[src/design/ikvt_pkg.sv]
// types, constants and byte classes for the ini key/value tokenizer
// no dependencies
`default_nettype none

package ikvt_pkg;

    localparam int OffsetBits = 16;
    localparam int FieldBits  = 16;

    localparam logic [OffsetBits-1:0] TopOffset = {OffsetBits{1'b1}};

    localparam logic [7:0] ChEquals  = 8'h3d;
    localparam logic [7:0] ChNewline = 8'h0a;
    localparam logic [7:0] ChReturn  = 8'h0d;
    localparam logic [7:0] ChTab     = 8'h09;
    localparam logic [7:0] ChSpace   = 8'h20;

    typedef enum logic [2:0] {
        PH_SKIP_WS     = 3'd0,
        PH_READ_KEY    = 3'd1,
        PH_PRE_EQUALS  = 3'd2,
        PH_POST_EQUALS = 3'd3,
        PH_SKIP_LINE   = 3'd4,
        PH_READ_VALUE  = 3'd5
    } t_phase;

    typedef struct packed {
        logic [7:0] text_byte;
        logic       last_byte;
    } t_in_item;

    typedef struct packed {
        logic [FieldBits-1:0] key_offset;
        logic [FieldBits-1:0] key_length;
        logic [FieldBits-1:0] value_offset;
        logic [FieldBits-1:0] value_length;
        logic                 offset_overflow;
    } t_out_item;

    function automatic logic is_space_tab(input logic [7:0] c);
        return (c == ChSpace) || (c == ChTab);
    endfunction

    function automatic logic is_newline(input logic [7:0] c);
        return (c == ChNewline) || (c == ChReturn);
    endfunction

endpackage

`default_nettype wire

[src/design/ikvt_parser.sv]
// six-phase parse machine with offset counter and stored token bounds
// depends on ikvt_pkg
`default_nettype none

module ikvt_parser import ikvt_pkg::*; (
    input  wire logic      i_clk,
    input  wire logic      i_rst_n,
    input  wire logic      i_step,
    input  wire t_in_item  i_item,
    output logic           o_emit,
    output t_out_item      o_result
);

    t_phase                r_phase, n_phase;
    logic [OffsetBits-1:0] r_pos, n_pos;
    logic [OffsetBits-1:0] r_key_begin, n_key_begin;
    logic [OffsetBits-1:0] r_key_finish, n_key_finish;
    logic [OffsetBits-1:0] r_value_begin, n_value_begin;
    logic                  r_saturated, n_saturated;

    logic [7:0]            c;
    logic                  sp_tab, nl, ws, eq;
    logic [OffsetBits-1:0] key_len, value_len;

    assign c      = i_item.text_byte;
    assign sp_tab = is_space_tab(c);
    assign nl     = is_newline(c);
    assign ws     = sp_tab || nl;
    assign eq     = (c == ChEquals);

    // next phase
    always_comb begin
        n_phase = r_phase;
        unique case (r_phase)
            PH_READ_KEY: begin
                if (sp_tab) begin
                    n_phase = PH_PRE_EQUALS;
                end else if (nl) begin
                    n_phase = PH_SKIP_WS;
                end else if (eq) begin
                    n_phase = PH_POST_EQUALS;
                end
            end
            PH_PRE_EQUALS: begin
                if (eq) begin
                    n_phase = PH_POST_EQUALS;
                end else if (!sp_tab) begin
                    n_phase = PH_SKIP_LINE;
                end
            end
            PH_SKIP_LINE: begin
                if (nl) begin
                    n_phase = PH_SKIP_WS;
                end
            end
            PH_POST_EQUALS: begin
                if (nl) begin
                    n_phase = PH_SKIP_WS;
                end else if (!sp_tab) begin
                    n_phase = PH_READ_VALUE;
                end
            end
            PH_READ_VALUE: begin
                if (ws) begin
                    n_phase = PH_SKIP_WS;
                end
            end
            default: begin
                // skip whitespace, also covers the unused codes
                if (!ws) begin
                    n_phase = PH_READ_KEY;
                end
            end
        endcase
        if (i_item.last_byte) begin
            n_phase = PH_SKIP_WS;
        end
    end

    // token bounds and offset counter
    always_comb begin
        n_key_begin   = r_key_begin;
        n_key_finish  = r_key_finish;
        n_value_begin = r_value_begin;
        case (r_phase) inside
            PH_READ_KEY: begin
                if (sp_tab || eq) begin
                    n_key_finish = r_pos;
                end
            end
            PH_POST_EQUALS: begin
                if (!ws) begin
                    n_value_begin = r_pos;
                end
            end
            PH_PRE_EQUALS, PH_SKIP_LINE, PH_READ_VALUE: begin
            end
            default: begin
                if (!ws) begin
                    n_key_begin = r_pos;
                end
            end
        endcase

        if (r_pos == TopOffset) begin
            n_pos       = r_pos;
            n_saturated = 1'b1;
        end else begin
            n_pos       = r_pos + OffsetBits'(1);
            n_saturated = r_saturated;
        end

        if (i_item.last_byte) begin
            n_pos         = '0;
            n_saturated   = 1'b0;
            n_key_begin   = '0;
            n_key_finish  = '0;
            n_value_begin = '0;
        end
    end

    // result of this byte
    assign key_len   = r_key_finish - r_key_begin;
    assign value_len = r_pos - r_value_begin;

    always_comb begin
        o_emit                   = (r_phase == PH_READ_VALUE) && ws;
        o_result.key_offset      = FieldBits'(r_key_begin);
        o_result.key_length      = FieldBits'(key_len);
        o_result.value_offset    = FieldBits'(r_value_begin);
        o_result.value_length    = FieldBits'(value_len);
        o_result.offset_overflow = r_saturated;
    end

    always_ff @(posedge i_clk) begin
        if (!i_rst_n) begin
            r_phase       <= PH_SKIP_WS;
            r_pos         <= '0;
            r_key_begin   <= '0;
            r_key_finish  <= '0;
            r_value_begin <= '0;
            r_saturated   <= 1'b0;
        end else if (i_step) begin
            r_phase       <= n_phase;
            r_pos         <= n_pos;
            r_key_begin   <= n_key_begin;
            r_key_finish  <= n_key_finish;
            r_value_begin <= n_value_begin;
            r_saturated   <= n_saturated;
        end
    end

endmodule

`default_nettype wire

[src/design/ini_key_value_tokenizer_unit.sv]
// channel   | dir | handshake              | payload
// ----------+-----+------------------------+-----------
// in        | in  | i_in_valid / o_in_stall  | t_in_item
// out       | out | o_out_valid / i_out_stall | t_out_item
//
// one byte per cycle while the input is not stalled; a pair leaves in the cycle after the byte that ends it
// the parse state sits in the parser registers, the result in one output register
// input stalls only while the output register holds an item that is stalled
// synchronous active-low reset returns to skip-whitespace at offset zero
// depends on ikvt_pkg and ikvt_parser
`default_nettype none

module ini_key_value_tokenizer_unit import ikvt_pkg::*; (
    input  wire logic      i_clk,
    input  wire logic      i_rst_n,
    input  wire logic      i_in_valid,
    output logic           o_in_stall,
    input  wire t_in_item  i_in_item,
    output logic           o_out_valid,
    input  wire logic      i_out_stall,
    output t_out_item      o_out_item
);

    logic      accept;
    logic      emit;
    t_out_item result;
    logic      r_out_valid;
    t_out_item r_out_item;

    assign o_in_stall = r_out_valid && i_out_stall;
    assign accept     = i_in_valid && !o_in_stall;

    ikvt_parser u_parser (
        .i_clk    (i_clk),
        .i_rst_n  (i_rst_n),
        .i_step   (accept),
        .i_item   (i_in_item),
        .o_emit   (emit),
        .o_result (result)
    );

    always_ff @(posedge i_clk) begin
        if (!i_rst_n) begin
            r_out_valid <= 1'b0;
        end else if (!o_in_stall) begin
            r_out_valid <= accept && emit;
        end
    end

    always_ff @(posedge i_clk) begin
        if (accept && emit) begin
            r_out_item <= result;
        end
    end

    assign o_out_valid = r_out_valid;
    assign o_out_item  = r_out_item;

endmodule

`default_nettype wire

[config.mk]
export PLATFORM = sky130hd
export DESIGN_NAME = ini_key_value_tokenizer_unit
export DESIGN_NICKNAME = d
export VERILOG_FILES = /design/src/design/ikvt_pkg.sv /design/src/design/ikvt_parser.sv /design/src/design/ini_key_value_tokenizer_unit.sv
export SDC_FILE = /design/constraint.sdc
export NUM_CORES = 1
export LEC_CHECK = 0
export ABC_AREA = 1
export BUFFER_PORTS_ARGS = -buffer_cell sky130_fd_sc_hd__buf_4
export CAP_MARGIN = 20
export CORE_MARGIN = 2
export CORE_UTILIZATION = 41
export CTS_BUF_LIST = sky130_fd_sc_hd__clkbuf_4 sky130_fd_sc_hd__clkbuf_8
export DETAILED_ROUTE_END_ITERATION = 12
export HOLD_SLACK_MARGIN = 0.03
export SYNTH_ARGS = -nofsm -noshare
export SYNTH_HDL_FRONTEND = slang
export SYNTH_SLANG_ARGS = --single-unit
[constraint.sdc]
create_clock -name i_clk -period 3.25 [get_ports i_clk]
set_clock_uncertainty 0.05 [all_clocks]
set_input_delay 0.1625 -clock i_clk [delete_from_list [all_inputs] [get_ports i_clk]]
set_output_delay 0.1625 -clock i_clk [all_outputs]
set_load 0.1 [all_outputs]
==> impl_metrics.toml <==
[grt]
grt_pass1_wl_um = 25000
grt_max_degree = 38
track_usage_pct = 17.6
grt_remaining_overflow = 0
grt_pass1_vias = 5135
antenna_found_initial = 0

[worst_setup_path]
cp_max_fo = 5
critical_path.startpoint = "u_parser.r_pos[0]"
reg2reg_setup_slack_ns = 0.97
cp.required_ns = 3.39
crit_end = "o_out_item[13]"
arrival_ns = 2.42
r2r_cells = 7
r2r_end = "o_out_item[13]"
reg2reg_from = "u_parser.r_pos[0]"
worst_setup_path_end_kind = "flip-flop"
critPathKind = "flip-flop to flip-flop"
start_kind = "flip-flop"

[logic_synthesis]
synth_warnings = 0
synth_area_per_cell_um2 = 8.48
yosysUniqueCellTypes = 37
synthCells = 823
syn_area_um2 = 6980
syn_nets = 869
ys_seq_area_share_pct = 47.8
yosys_register_bits = 134

[routing]
viasPerCell = 4.86
dr.pass1.iters = 7
routedWlPerCell_um = 13.4
drc = 0
vias = 5563
postRouteAntennaNets = 0
drt_wl_total_um = 15300
first_iter_violations = 347

[timing]
max_freq_mhz = 439
rsz0062_at_grt = "false"
report.final.slew_viol_count = 0
min_period_ns = 2.28
tns_ns = 0
setup_viol = 0
max-slew-margin-rel_pct = 67.7
fin_crit_sh_pct = 70.1
setup_slack_ns = 0.971
worstMarginPinSlew_ns = 0.484
finalHoldViolCount = 0

[placement]
dpl_cell_area_um2 = 7760
portBuffers = 79
dp_slack_ns = 1.00
gp_congestion = 0.861
place_hpwl_um = 11300
place_inst = 1110

[cts]
cts.htree.levels = 4
cts_root_buffer = "clkbuf_8"
cts_buffer_depth = 2
numCtsBuffers = 17
path_clk_slew_ns = 0.08
ctsResizeCount = 0
cts_tree = "done"
cts_setup_buffers = 0
clkSinkCount = 134
clock_latency_ns = 0.45

[floorplanning]
io_pins = 80
die_h_um = 134
start_util_pct = 42.1
dieArea_um2 = 18100
die_w_um = 134
core_um2 = 16600
rows = 47

[final_layout]
layout_common_cells = "nand2_1 (200), inv_1 (96), buf_4 (82), nor2_1 (77), a21oi_1 (77)"
final.fill_count = 1641
final_area_um2 = 8250
final_cells = 1144
area_delta_synth_final_pct = 18.3
final_nets = 957
final_common_cell = "nand2_1"
layout-drive-gt1-share_pct = 20.9
antenna_cells = 0

[job]
maxCapViolations = 0

[pwr]
p_total_w = 0.00361
p_leak_nw = 3.48
power_density_nw_per_um2 = 438
irDropWorstVdd_uv = 270

[status]
status = "completed"

[min_path]
hp-class = "input pin to flip-flop"
[area by class of cell]
class	count	area (um2)	area share, %
clock buffer	21	277	3.35
clock inverter	11	196	2.38
inverter	111	429	5.20
multi-input combinational	563	3110	37.7
sequential	134	3330	40.4
tap	220	275	3.33
timing repair buffer	84	636	7.70
[how the worst min path moves through the flow]
stage,startpoint,to,cells after the start
floorplan,i_rst_n,u_parser.r_phase[0],2
global placement,u_parser.r_saturated,o_out_item[0],0
detailed placement,u_parser.r_saturated,o_out_item[0],0
CTS,i_in_item[0],u_parser.r_pos[9],4
global route,i_in_item[0],u_parser.r_pos[9],4
finish,i_in_item[0],u_parser.r_pos[9],4
[synth_stat cells, drive strengths merged]
cell type	n	share of area, %
a31oi	1	0.090
nand3b	4	0.43
nand4	6	0.54
xor2	20	2.5
edfxtp	65	28
clkbuf	8	0.43
ha	31	5.6
fa	2	0.57
dfxtp	69	20
a21oi	98	8.2
a21o	4	0.43
nor2	83	5.0
inv	111	6.2
xnor2	9	1.1
nand3	31	2.5
nor3	16	1.5
buf	7	1.1
nand2	229	14
o31ai	4	0.50
o21ai	24	1.7
o211ai	1	0.11
[what timing repair did]
action | CTS | global route
endpoints found under the setup margin | 0 | 0
endpoints found under the hold margin | 5 | 0
hold buffers | 2 | 0
[per-stage QoR]
step	utilization, %	hold WS, ns
final	49.8	0.135
after global routing	49.8	0.146
after CTS	49.8	0.0948
after detailed placement	46.8	0.380
after global placement	46.8	0.372
after floorplan	-	0.233
[routing by layer]
layer | vias up | wire length [um] | global-route usage, %
li1 | 2873 | - | -
met1 | 2555 | 7310 | 23.3
met3 | 20 | 561 | 3.44
met2 | 115 | 7150 | 28.7
met5 | - | 0 | 0
met4 | 0 | 284 | 6.78
[state kept, by name (all words and copies together) (netlist names)]
name and cells:
u_parser.r_value_begin 16, u_parser.r_phase 3, o_out_item 65, u_parser.r_saturated 1, o_out_valid 1, u_parser.r_key_finish 16, u_parser.r_key_begin 16, u_parser.r_pos 16
[worst max-delay path: stages (launching register included)]
cell and delay [ns]:
dfxtp_1 0.40, inv_1 0.10, ha_1 0.22, fa_1 0.45, o31ai_2 0.39, a21oi_1 0.16, o21ai_1 0.17, xor2_1 0.08
[cells by family (layout without fill, tap and decap cells)]
family,Yosys count,after routing,synth area share [%]
AOI/OAI and AO/OA,132,132,11.0
and+or+nand+nor,369,369,23.8
DFF,134,134,47.8
adders and majority gates,33,33,6.13
xor gates and xnor gates,29,29,3.64
buffers and inverters,126,227,7.66
[report_power, final]
| part | total, W | switching [W] | internal (W) |
|---|---|---|---|
| Clock | 0.00165 | 0.000674 | 0.000975 |
| Combinational | 0.000194 | 0.000137 | 0.0000567 |
| Sequential | 0.00177 | 0.00000654 | 0.00176 |
| Total | 0.00361 | 0.000817 | 0.00279 |
(Power assumes the default switching activity.)
